<file path="src/jsp_pkg.sv">
package jsp_pkg;

   typedef enum logic [2:0] {
      OP_BUTTONS      = 3'd0,
      OP_RX_BYTE      = 3'd1,
      OP_TX_SLOT      = 3'd2,
      OP_REQ_TIMEOUT  = 3'd3,
      OP_IDLE_TIMEOUT = 3'd4,
      OP_SELECT       = 3'd5
   } op_type;

   typedef enum logic [2:0] {
      ST_IDLE,
      ST_DECODE,
      ST_POP,
      ST_PUSH,
      ST_POST,
      ST_DONE
   } state_type;

   localparam int NUM_SLOTS = 7;

   typedef struct packed {
      logic [NUM_SLOTS-1:0][7:0] bytes;
      logic [NUM_SLOTS-1:0]      mask;
   } slots_type;

   typedef struct packed {
      logic write;
      logic overflow;
      logic was_empty;
   } push_res_type;

   localparam logic [11:0] GRP_DIR   = 12'h00F;
   localparam logic [11:0] GRP_COLOR = 12'h0F0;
   localparam logic [11:0] GRP_KEY   = 12'hF00;

   localparam logic [7:0] DIR_UP      = 8'h87;
   localparam logic [7:0] DIR_DOWN    = 8'h8F;
   localparam logic [7:0] DIR_VMID    = 8'h80;
   localparam logic [7:0] DIR_LEFT    = 8'hCF;
   localparam logic [7:0] DIR_RIGHT   = 8'hC7;
   localparam logic [7:0] DIR_HMID    = 8'hC0;
   localparam logic [7:0] COLOR_BASE  = 8'h90;
   localparam logic [7:0] KEY_NONE    = 8'hA0;
   localparam logic [7:0] KEY_BASE    = 8'hA0;
   localparam logic [7:0] CSUM_XOR    = 8'hB5;
   localparam logic [7:0] LINK_RESET  = 8'h55;
   localparam logic [3:0] RX_HS_FIRST = 4'h7;
   localparam logic [3:0] RX_HS_NEXT  = 4'hB;
   localparam logic [3:0] RX_LED      = 4'h6;

   function automatic slots_type encode_slots(input logic [11:0] grp, input logic [11:0] val);
      slots_type s;
      s = '0;
      if ((grp & GRP_DIR) != 12'd0) begin
         s.mask[0]  = 1'b1;
         s.mask[1]  = 1'b1;
         s.bytes[0] = (val[0] && !val[1]) ? DIR_UP :
                      (!val[0] && val[1]) ? DIR_DOWN : DIR_VMID;
         s.bytes[1] = (val[2] && !val[3]) ? DIR_LEFT :
                      (!val[2] && val[3]) ? DIR_RIGHT : DIR_HMID;
      end
      if ((grp & GRP_COLOR) != 12'd0) begin
         s.mask[2]  = 1'b1;
         s.bytes[2] = COLOR_BASE | {4'd0, val[4], val[5], val[6], val[7]};
      end
      if ((grp & GRP_KEY) != 12'd0) begin
         if (val[11:8] == 4'd0) begin
            s.mask[3]  = 1'b1;
            s.bytes[3] = KEY_NONE;
         end else begin
            s.mask[6:3] = val[11:8];
            s.bytes[3]  = KEY_BASE + 8'd1;
            s.bytes[4]  = KEY_BASE + 8'd2;
            s.bytes[5]  = KEY_BASE + 8'd3;
            s.bytes[6]  = KEY_BASE + 8'd4;
         end
      end
      return s;
   endfunction

   function automatic logic [7:0] checksum(input logic [7:0] b0, input logic [7:0] b1);
      logic [3:0] sum;
      sum = b0[3:0] + b1[3:0] + 4'hF;
      return {4'd0, sum} ^ CSUM_XOR;
   endfunction

endpackage

</file>
<file path="src/jsp_ram.sv">
module jsp_ram #(
   parameter int WIDTH = 8,
   parameter int DEPTH = 32
) (
   input  logic                     clock,
   input  logic                     wr_en,
   input  logic [$clog2(DEPTH)-1:0] wr_addr,
   input  logic [WIDTH-1:0]         wr_data,
   input  logic                     rd_en,
   input  logic [$clog2(DEPTH)-1:0] rd_addr,
   output logic [WIDTH-1:0]         rd_data
);

   logic [WIDTH-1:0] mem_ff [DEPTH];
   logic [WIDTH-1:0] rd_data_ff;

   always_ff @(posedge clock) begin
      if (wr_en) begin
         mem_ff[wr_addr] <= wr_data;
      end
      if (rd_en) begin
         rd_data_ff <= mem_ff[rd_addr];
      end
   end

   assign rd_data = rd_data_ff;

endmodule

</file>
<file path="src/jsp_push_unit.sv">
module jsp_push_unit import jsp_pkg::*; #(
   parameter int FIFO_DEPTH = 16
) (
   input  logic                          en,
   input  logic                          empty,
   input  logic [$clog2(FIFO_DEPTH)-1:0] head,
   input  logic [$clog2(FIFO_DEPTH)-1:0] tail,
   output logic [$clog2(FIFO_DEPTH)-1:0] head_next,
   output push_res_type                  res
);

   localparam int PTR_W = $clog2(FIFO_DEPTH);

   logic full;

   always_comb begin
      full          = !empty && (head == tail);
      res.was_empty = en && empty;
      res.overflow  = en && full;
      res.write     = en && !full;
      head_next     = (head == PTR_W'(FIFO_DEPTH - 1)) ? '0 : head + PTR_W'(1);
   end

endmodule

</file>
<file path="src/joystick_serial_protocol_engine.sv">
// Two-pad serial game-controller engine. Raise start with an event while busy is low; the
// item is taken at that edge and busy stays high until the result is ready. Exactly one
// result follows each item, shown for a single cycle with rsp_strobe and never held, so
// the receiver must take it then. The single-byte push unit writes one FIFO byte per cycle
// (up to seven bytes for a button encode), and a transmit slot also passes through the
// registered FIFO memory read before its pushes and the request update after them.
module joystick_serial_protocol_engine import jsp_pkg::*; #(
   parameter int FIFO_DEPTH = 16,
   parameter int NUM_PADS   = 2
) (
   input  logic        clock,
   input  logic        reset,
   input  logic        start,
   output logic        busy,
   input  logic [2:0]  req_operation,
   input  logic        req_controller,
   input  logic [11:0] req_buttons,
   input  logic [11:0] req_changed_buttons,
   input  logic [7:0]  req_rx_data,
   input  logic        req_select_level,
   output logic        rsp_strobe,
   output logic [7:0]  rsp_tx_byte,
   output logic        rsp_fifo_empty,
   output logic        rsp_request_line,
   output logic        rsp_irq_pulse,
   output logic [3:0]  rsp_led_status,
   output logic        rsp_overflow
);

   localparam int PTR_W  = $clog2(FIFO_DEPTH);
   localparam int PAD_W  = (NUM_PADS > 1) ? $clog2(NUM_PADS) : 1;
   localparam int MEM_D  = NUM_PADS * FIFO_DEPTH;
   localparam int ADDR_W = $clog2(MEM_D);
   localparam logic ONE_PAD = (NUM_PADS == 1);

   state_type state_ff, state_in;

   op_type      op_ff, op_in;
   logic        ctrl_ff, ctrl_in;
   logic [11:0] btn_ff, btn_in;
   logic [11:0] chg_ff, chg_in;
   logic [7:0]  rx_ff, rx_in;
   logic        lvl_ff, lvl_in;

   logic        irq_ff, irq_in;
   logic        ovf_ff, ovf_in;
   logic [7:0]  tx_ff, tx_in;
   slots_type   slots_ff, slots_in;

   logic [PTR_W-1:0] head_ff    [NUM_PADS];
   logic [PTR_W-1:0] head_in    [NUM_PADS];
   logic [PTR_W-1:0] tail_ff    [NUM_PADS];
   logic [PTR_W-1:0] tail_in    [NUM_PADS];
   logic             empty_ff   [NUM_PADS];
   logic             empty_in   [NUM_PADS];
   logic             sending_ff [NUM_PADS];
   logic             sending_in [NUM_PADS];
   logic             reqlvl_ff  [NUM_PADS];
   logic             reqlvl_in  [NUM_PADS];
   logic             sel_ff     [NUM_PADS];
   logic             sel_in     [NUM_PADS];
   logic             link_ff    [NUM_PADS];
   logic             link_in    [NUM_PADS];
   logic [11:0]      stale_ff   [NUM_PADS];
   logic [11:0]      stale_in   [NUM_PADS];
   logic [7:0]       hb0_ff     [NUM_PADS];
   logic [7:0]       hb0_in     [NUM_PADS];
   logic [7:0]       hb1_ff     [NUM_PADS];
   logic [7:0]       hb1_in     [NUM_PADS];
   logic [3:0]       led_ff     [NUM_PADS];
   logic [3:0]       led_in     [NUM_PADS];

   logic        strobe_ff, strobe_in;
   logic [7:0]  o_tx_ff, o_tx_in;
   logic        o_empty_ff, o_empty_in;
   logic        o_req_ff, o_req_in;
   logic        o_irq_ff, o_irq_in;
   logic [3:0]  o_led_ff, o_led_in;
   logic        o_ovf_ff, o_ovf_in;

   logic              pad_ok;
   logic [PAD_W-1:0]  pad;
   logic [ADDR_W-1:0] base_addr;
   logic              accept;
   logic              handshake;

   logic              ram_wr_en;
   logic [ADDR_W-1:0] ram_wr_addr;
   logic              ram_rd_en;
   logic [ADDR_W-1:0] ram_rd_addr;
   logic [7:0]        ram_rd_data;

   logic [PTR_W-1:0]  push_head_next;
   push_res_type      push_res;

   assign busy      = (state_ff != ST_IDLE);
   assign accept    = start && !busy;
   assign pad_ok    = !(ONE_PAD && ctrl_ff);
   assign pad       = pad_ok ? PAD_W'(ctrl_ff) : '0;
   assign base_addr = ADDR_W'(ADDR_W'(pad) * ADDR_W'(FIFO_DEPTH));
   assign handshake = (rx_ff[7:4] == RX_HS_FIRST) || (rx_ff[7:4] == RX_HS_NEXT);

   jsp_ram #(
      .WIDTH (8),
      .DEPTH (MEM_D)
   ) u_fifo_ram (
      .clock   (clock),
      .wr_en   (ram_wr_en),
      .wr_addr (ram_wr_addr),
      .wr_data (slots_ff.bytes[0]),
      .rd_en   (ram_rd_en),
      .rd_addr (ram_rd_addr),
      .rd_data (ram_rd_data)
   );

   jsp_push_unit #(
      .FIFO_DEPTH (FIFO_DEPTH)
   ) u_push (
      .en        ((state_ff == ST_PUSH) && pad_ok && slots_ff.mask[0]),
      .empty     (empty_ff[pad]),
      .head      (head_ff[pad]),
      .tail      (tail_ff[pad]),
      .head_next (push_head_next),
      .res       (push_res)
   );

   always_comb begin
      state_in = state_ff;
      unique case (state_ff)
         ST_IDLE: begin
            if (start) begin
               state_in = ST_DECODE;
            end
         end
         ST_DECODE: begin
            if (!pad_ok) begin
               state_in = ST_DONE;
            end else begin
               unique case (op_ff)
                  OP_BUTTONS:
                     state_in = (link_ff[pad] && empty_ff[pad]) ? ST_PUSH : ST_DONE;
                  OP_RX_BYTE:      state_in = handshake ? ST_PUSH : ST_DONE;
                  OP_TX_SLOT:      state_in = ST_POP;
                  OP_REQ_TIMEOUT:  state_in = empty_ff[pad] ? ST_DONE : ST_PUSH;
                  OP_IDLE_TIMEOUT: state_in = ST_PUSH;
                  default:         state_in = ST_DONE;
               endcase
            end
         end
         ST_POP: state_in = ST_PUSH;
         ST_PUSH: begin
            if (slots_ff.mask[NUM_SLOTS-1:1] == '0) begin
               state_in = (op_ff == OP_TX_SLOT) ? ST_POST : ST_DONE;
            end
         end
         ST_POST: state_in = ST_DONE;
         ST_DONE: state_in = ST_IDLE;
         default: state_in = ST_IDLE;
      endcase
   end

   always_comb begin
      logic [PTR_W-1:0] tail_next;
      logic             now_empty;

      op_in    = op_ff;
      ctrl_in  = ctrl_ff;
      btn_in   = btn_ff;
      chg_in   = chg_ff;
      rx_in    = rx_ff;
      lvl_in   = lvl_ff;
      irq_in   = irq_ff;
      ovf_in   = ovf_ff;
      tx_in    = tx_ff;
      slots_in = slots_ff;

      head_in    = head_ff;
      tail_in    = tail_ff;
      empty_in   = empty_ff;
      sending_in = sending_ff;
      reqlvl_in  = reqlvl_ff;
      sel_in     = sel_ff;
      link_in    = link_ff;
      stale_in   = stale_ff;
      hb0_in     = hb0_ff;
      hb1_in     = hb1_ff;
      led_in     = led_ff;

      strobe_in  = 1'b0;
      o_tx_in    = o_tx_ff;
      o_empty_in = o_empty_ff;
      o_req_in   = o_req_ff;
      o_irq_in   = o_irq_ff;
      o_led_in   = o_led_ff;
      o_ovf_in   = o_ovf_ff;

      ram_wr_en   = 1'b0;
      ram_wr_addr = base_addr + ADDR_W'(head_ff[pad]);
      ram_rd_en   = 1'b0;
      ram_rd_addr = base_addr + ADDR_W'(tail_ff[pad]);

      tail_next = (tail_ff[pad] == PTR_W'(FIFO_DEPTH - 1)) ? '0 : tail_ff[pad] + PTR_W'(1);
      now_empty = (head_ff[pad] == tail_next);

      unique case (state_ff)
         ST_IDLE: begin
            if (accept) begin
               op_in    = op_type'(req_operation);
               ctrl_in  = req_controller;
               btn_in   = req_buttons;
               chg_in   = req_changed_buttons;
               rx_in    = req_rx_data;
               lvl_in   = req_select_level;
               irq_in   = 1'b0;
               ovf_in   = 1'b0;
               tx_in    = '0;
               slots_in = '0;
            end
         end
         ST_DECODE: begin
            if (pad_ok) begin
               unique case (op_ff)
                  OP_BUTTONS: begin
                     if (!link_ff[pad]) begin
                        if (!reqlvl_ff[pad]) begin
                           irq_in = 1'b1;
                        end
                        reqlvl_in[pad] = 1'b1;
                     end else if (!empty_ff[pad]) begin
                        stale_in[pad] = stale_ff[pad] | btn_ff;
                     end else begin
                        slots_in = encode_slots(chg_ff, btn_ff);
                     end
                  end
                  OP_RX_BYTE: begin
                     if (handshake) begin
                        hb0_in[pad] = (rx_ff[7:4] == RX_HS_FIRST) ? 8'd0 : hb1_ff[pad];
                        hb1_in[pad] = rx_ff;
                        slots_in.mask[0]  = 1'b1;
                        slots_in.bytes[0] = checksum(
                           (rx_ff[7:4] == RX_HS_FIRST) ? 8'd0 : hb1_ff[pad], rx_ff);
                     end
                     if (rx_ff[7:4] == RX_LED) begin
                        led_in[pad] = rx_ff[3:0];
                     end
                  end
                  OP_TX_SLOT: begin
                     ram_rd_en = !empty_ff[pad];
                  end
                  OP_REQ_TIMEOUT: begin
                     if (!empty_ff[pad]) begin
                        head_in[pad]  = '0;
                        tail_in[pad]  = '0;
                        empty_in[pad] = 1'b1;
                        if (link_ff[pad]) begin
                           link_in[pad] = 1'b0;
                           hb0_in[pad]  = '0;
                           hb1_in[pad]  = '0;
                        end
                        slots_in.mask[0]  = 1'b1;
                        slots_in.bytes[0] = LINK_RESET;
                     end
                  end
                  OP_IDLE_TIMEOUT: begin
                     slots_in.mask[0]  = 1'b1;
                     slots_in.bytes[0] = LINK_RESET;
                  end
                  OP_SELECT: begin
                     if (sel_ff[pad] != lvl_ff) begin
                        if (lvl_ff && !empty_ff[pad] && !sending_ff[pad]) begin
                           sending_in[pad] = 1'b1;
                        end
                        sel_in[pad] = lvl_ff;
                     end
                  end
                  default: begin
                  end
               endcase
            end
         end
         ST_POP: begin
            if (!empty_ff[pad]) begin
               tx_in         = ram_rd_data;
               tail_in[pad]  = tail_next;
               empty_in[pad] = now_empty;
            end
            if (empty_ff[pad] || now_empty) begin
               slots_in      = encode_slots(stale_ff[pad], stale_ff[pad]);
               link_in[pad]  = 1'b1;
               stale_in[pad] = '0;
            end
         end
         ST_PUSH: begin
            if (push_res.overflow) begin
               ovf_in = 1'b1;
            end
            if (push_res.write) begin
               ram_wr_en     = 1'b1;
               head_in[pad]  = push_head_next;
               empty_in[pad] = 1'b0;
            end
            if (push_res.was_empty) begin
               if (!reqlvl_ff[pad]) begin
                  irq_in = 1'b1;
               end
               reqlvl_in[pad] = 1'b1;
               if (sel_ff[pad]) begin
                  sending_in[pad] = 1'b1;
               end
            end
            slots_in.bytes = {8'd0, slots_ff.bytes[NUM_SLOTS-1:1]};
            slots_in.mask  = {1'b0, slots_ff.mask[NUM_SLOTS-1:1]};
         end
         ST_POST: begin
            if (empty_ff[pad]) begin
               sending_in[pad] = 1'b0;
               if (reqlvl_ff[pad]) begin
                  irq_in = 1'b1;
               end
               reqlvl_in[pad] = 1'b0;
            end else if (!sel_ff[pad]) begin
               sending_in[pad] = 1'b0;
            end
         end
         ST_DONE: begin
            strobe_in  = 1'b1;
            o_tx_in    = pad_ok ? tx_ff : '0;
            o_empty_in = pad_ok && empty_ff[pad];
            o_req_in   = pad_ok && reqlvl_ff[pad];
            o_irq_in   = pad_ok && irq_ff;
            o_led_in   = pad_ok ? led_ff[pad] : '0;
            o_ovf_in   = pad_ok && ovf_ff;
         end
         default: begin
         end
      endcase
   end

   always_ff @(posedge clock) begin
      if (reset) begin
         state_ff  <= ST_IDLE;
         strobe_ff <= 1'b0;
         for (int i = 0; i < NUM_PADS; i++) begin
            head_ff[i]    <= '0;
            tail_ff[i]    <= '0;
            empty_ff[i]   <= 1'b1;
            sending_ff[i] <= 1'b0;
            reqlvl_ff[i]  <= 1'b0;
            sel_ff[i]     <= 1'b0;
            link_ff[i]    <= 1'b0;
            stale_ff[i]   <= '0;
            hb0_ff[i]     <= '0;
            hb1_ff[i]     <= '0;
            led_ff[i]     <= '0;
         end
      end else begin
         state_ff   <= state_in;
         strobe_ff  <= strobe_in;
         head_ff    <= head_in;
         tail_ff    <= tail_in;
         empty_ff   <= empty_in;
         sending_ff <= sending_in;
         reqlvl_ff  <= reqlvl_in;
         sel_ff     <= sel_in;
         link_ff    <= link_in;
         stale_ff   <= stale_in;
         hb0_ff     <= hb0_in;
         hb1_ff     <= hb1_in;
         led_ff     <= led_in;
      end
   end

   always_ff @(posedge clock) begin
      op_ff      <= op_in;
      ctrl_ff    <= ctrl_in;
      btn_ff     <= btn_in;
      chg_ff     <= chg_in;
      rx_ff      <= rx_in;
      lvl_ff     <= lvl_in;
      irq_ff     <= irq_in;
      ovf_ff     <= ovf_in;
      tx_ff      <= tx_in;
      slots_ff   <= slots_in;
      o_tx_ff    <= o_tx_in;
      o_empty_ff <= o_empty_in;
      o_req_ff   <= o_req_in;
      o_irq_ff   <= o_irq_in;
      o_led_ff   <= o_led_in;
      o_ovf_ff   <= o_ovf_in;
   end

   assign rsp_strobe       = strobe_ff;
   assign rsp_tx_byte      = o_tx_ff;
   assign rsp_fifo_empty   = o_empty_ff;
   assign rsp_request_line = o_req_ff;
   assign rsp_irq_pulse    = o_irq_ff;
   assign rsp_led_status   = o_led_ff;
   assign rsp_overflow     = o_ovf_ff;

endmodule

</file>
<file path="config.mk">
export PLATFORM = sky130hd
export DESIGN_NAME = joystick_serial_protocol_engine
export DESIGN_NICKNAME = d
export VERILOG_FILES = /design/src/jsp_pkg.sv /design/src/jsp_ram.sv /design/src/jsp_push_unit.sv /design/src/joystick_serial_protocol_engine.sv
export SDC_FILE = /design/constraint.sdc
export NUM_CORES = 1
export LEC_CHECK = 0
export ABC_AREA = 1
export BUFFER_PORTS_ARGS = -buffer_cell sky130_fd_sc_hd__buf_2
export CORE_MARGIN = 2
export CORE_UTILIZATION = 25
export CTS_CLUSTER_SIZE = 10
export DETAILED_ROUTE_END_ITERATION = 6
export GPL_TIMING_DRIVEN = 0
export SYNTH_ARGS = -nofsm -noshare
export SYNTH_HDL_FRONTEND = slang
export SYNTH_SLANG_ARGS = --single-unit
export TNS_END_PERCENT = 30
</file>
<file path="constraint.sdc">
create_clock -name clock -period 4.9 [get_ports clock]
set_clock_uncertainty 0.05 [all_clocks]
set_input_delay 0.735 -clock clock [delete_from_list [all_inputs] [get_ports clock]]
set_output_delay 0.735 -clock clock [all_outputs]
set_load 0.02 [all_outputs]
</file>
==> summary.txt <==
Cells and area
  • Layout Utilization: 29.3%
  • Share of layout cells above drive strength 1: a little under a tenth
  • Final std cells w/o fill: 2852
  • Ant diodes: 0
  • Nets: approximately 1900
  • Area Overhead vs Synth: 16.1%
  • Fin area: 21300 µm²

Synthesis
  • Synth Instances: 1763
  • Largest family of logic cells by synthesized area: simple AND/OR/NAND/NOR gates
  • Synthesis Warnings: 0
  • Yosys reg bits: 431
  • Synthesized-area fraction occupied by adder cells: 1.13%
  • Mux share of post-synthesis cell area: 0%
  • Simple-gate share of the synthesized area: between 10% and 20%
  • Ys async rst share: 0%
  • Share of the synthesized area in the top cell type: between 50% and 60%
  • Leading area contributor after synthesis: edfxtp_1
  • Number of synthesized flops with an enable pin: between 300 and 400
  • Library cells used by synthesis: 50
  • Sequential fraction of the synthesis area: about two thirds
  • Synth Area in Compound Gates: 9.68%
  • Post-Synth XOR/XNOR Area: less than 1%
  • Cell area after synthesis: 18400 µm²
  • Net Count, Synth: 1819
  • Syn Area/Cell: 10.4 µm²
  • Ranking of synthesized cells by area: edfxtp_1, nand2_1, dfxtp_1, nor2_1, o21ai_0
  • Main synth FF type: edfxtp_1

Critical path
  • Worst path max stage delay: 0.84 ns
  • CP max stage cell: nor4b_2
  • Worst EP arrival: 4.58 ns
  • Reg2Reg Depth: 17
  • Crit-path cells: buf_6 > inv_6 > nand2_1 > nand2_1 > buf_2 > buf_2 > buf_2 > ha_1 > nand3_1 > nand2_1 > inv_1 > nand2_1 > nor2_2 > nand3_2 > nand2_4 > buf_4 > nor4b_2
  • Worst r2r src: ctrl_ff
  • Kind of critical path: flop to flop
  • CP bufs+invs: 7
  • Worst EP required: about 5.0 ns
  • Most Frequent Cell on Critical Path: nand2_1
  • Beginning of the critical path: ctrl_ff
  • CP Max Fanout: 10
  • CP delay by family, top: simple AND/OR/NAND/NOR gates
  • RR Endpoint: slots_ff[14]
  • Type of origin of the critical path: flop
  • Flop2flop setup slack: 0.45 ns
  • CP endpoint kind: flop

Placed design
  • Placed cell count: 2780
  • Placed Area: 19900 µm²
  • IO buf count: 56
  • Dpl hpwl: approximately 34 mm
  • Pre-CTS setup slack: 0.527 ns
  • GPL Wtd Cong: 0.910

Global routing
  • Vias in the first global route: about 13000
  • Gr usage total: 12.8%
  • First-pass GRT wire length: 74.6 mm
  • Remaining Overflow, GRT: 0
  • Largest net degree at the start of global routing: 37
  • Initial antenna violation count: 0

Die
  • Full die area: 75700 µm²
  • Die Ht: between 200 and 300 µm
  • Starting density of the core: 25.2%
  • Core area: 72800 µm²
  • I/O pin total: 58
  • Site row count: 99
  • Die outline width: 275 µm

Clock network
  • Clk sinks: 431
  • Hold-fix buffers at CTS: 0
  • Root buffer cell: clkbuf_16
  • # H-tree levels: 2
  • Skew-Pair Late Insertion Delay: just under 0.6 ns
  • Post-CTS setup buffers: 0
  • Resized Gates After CTS: 0
  • Clock tree buffer depth: 3
  • CTS tree: built
  • CTS Buf Count: 49
  • Reg clk slew, reported paths: about 0.060 ns

Detailed routing
  • DR iter-0 viols: 1093
  • Residual DRC: 0
  • Drt total wl: 49.7 mm
  • 1st-pass router iterations: 5
  • DR WL/cell: between 15 and 20 µm
  • Vias per std cell: 4.67
  • Antenna-violating nets left: 0
  • Via Count: 13300

Power
  • Tot Pwr: 9850 µW
  • VDD IR max: 0.000277 V
  • Pleak: 0.00769 µW
  • PD cells: 462 nW/µm²

Min path
  • Worst Min Path Start: req_buttons[1]
  • Hold Path Cell Cnt: 1
  • Worst hold path endpoint: btn_ff[1]
  • Hold crit path type: primary input to flop

Job
  • Max cap viols: 0

Timing
  • Slew Limit Fails: 0
  • Fin. Hold Viols: 0
  • Final period utilization: 90.8%
  • Worst slew pin tran: 1.40 ns
  • Fmax: 0.225 GHz
  • Setup violators final: 0
  • Post-route setup slack: 0.451 ns
  • Unrepaired setup endpoints after global routing: no
  • Post-route minimum period: approximately 4.4 ns
  • Slew Limit Headroom: 6.45%

Run status
  • Status: finished, final reports clean
flip-flops by register name, indices dropped and copies added, names as in the netlist, 2 cells and up, named ones only:
| signal | cells |
|---|---|
| stale_ff | 24 |
| head_ff | 8 |
| empty_ff | 2 |
| btn_ff | 12 |
| tx_ff | 8 |
| tail_ff | 8 |
| state_ff | 3 |
| u_fifo_ram.mem_ff | 256 |
| rsp_tx_byte | 8 |
| slots_ff | 39 |
| hb1_ff | 8 |
| rx_ff | 8 |
| u_fifo_ram.rd_data | 8 |
| chg_ff | 12 |
| led_ff | 8 |
| rsp_led_status | 4 |
| op_ff | 3 |
kinds of logic (layout without fill, tap and decap cells):
logic type                 count (synthesis)  in the layout
buffers and inverters                    206            336
and+or+nand+nor                          789            789
xor gates and xnor gates                   5              5
AOI/OAI and AO/OA                        316            316
DFF                                      431            431
adders and majority gates                 16             16
synthesized netlist by cell type (2+ instances only):
master,instances
nand2_1,489
edfxtp_1,365
nor2_1,189
o21ai_0,123
inv_1,117
a21oi_1,98
dfxtp_1,66
nand3_1,56
clkbuf_1,45
o22ai_1,38
a211oi_1,30
nand4_1,23
buf_2,18
ha_1,15
buf_1,11
or2_2,7
a22o_1,6
a22oi_1,6
inv_2,6
buf_6,4
nand2_2,4
nor4_1,4
buf_4,3
nor3_1,3
o21ai_1,3
xor2_1,3
a31oi_1,2
nand3_2,2
nor2_2,2
nor2_4,2
nor3_2,2
o211ai_1,2
xnor2_1,2
layout make-up:
class | instances | area (µm²)
multi-input combinational | 1126 | 5260
inverter | 125 | 474
clock inverter | 4 | 98.8
clock buffer | 67 | 1300
tap | 959 | 1200
timing repair buffer | 59 | 334
buffer | 81 | 368
fill | 7535 | 51500
sequential | 431 | 12300
layer usage:
metal,track usage (%),routed length (µm),part of all wire [%],vias to the layer above
li1,-,-,-,6285
met1,17.3,21700,44,6490
met2,21.1,23800,48,440
met3,2.09,2970,6.0,93
met4,3.46,1200,2.4,0
met5,0,0,0,-
through the flow:
step | hold slack [ns] | TNS (ns)
finish | 0.276 | 0
detailed placement | 0.356 | 0
global route | 0.261 | 0
CTS | 0.256 | 0
global placement | 0.354 | -15.24
floorplan | 0.350 | 0
cell usage in the layout, fill, tap and decap left out, types with 5 or more instances in the layout:
cell type / n
nand2_1: 489
edfxtp_1: 365
nor2_1: 187
o21ai_0: 123
inv_1: 117
a21oi_1: 98
buf_2: 74
dfxtp_1: 66
clkbuf_1: 62
nand3_1: 56
clkbuf_16: 49
o22ai_1: 38
a211oi_1: 30
nand4_1: 23
ha_1: 15
buf_1: 11
or2_2: 7
inv_2: 6
a22oi_1: 6
a22o_1: 6
buf_6: 5
power by group:
group	total (µW)	leakage [µW]	internal [µW]	switching [µW]
logic	1410	0.00311	388	1020
clock network	3310	0.000673	1890	1410
registers	5130	0.00391	4680	452
total	9850	0.00769	6960	2890
worst max path at each step:
stage,endpoint,slack [ns],cells after the start
2_1_floorplan,slots_ff[15],0.81,18
3_3_place_gp,slots_ff[49],-0.51,18
3_5_place_dp,slots_ff[12],0.53,17
4_1_cts,slots_ff[14],0.48,17
5_1_grt,slots_ff[14],0.14,17
6_report,slots_ff[14],0.45,17
No activity file was read; power rests on OpenSTA's default activity.
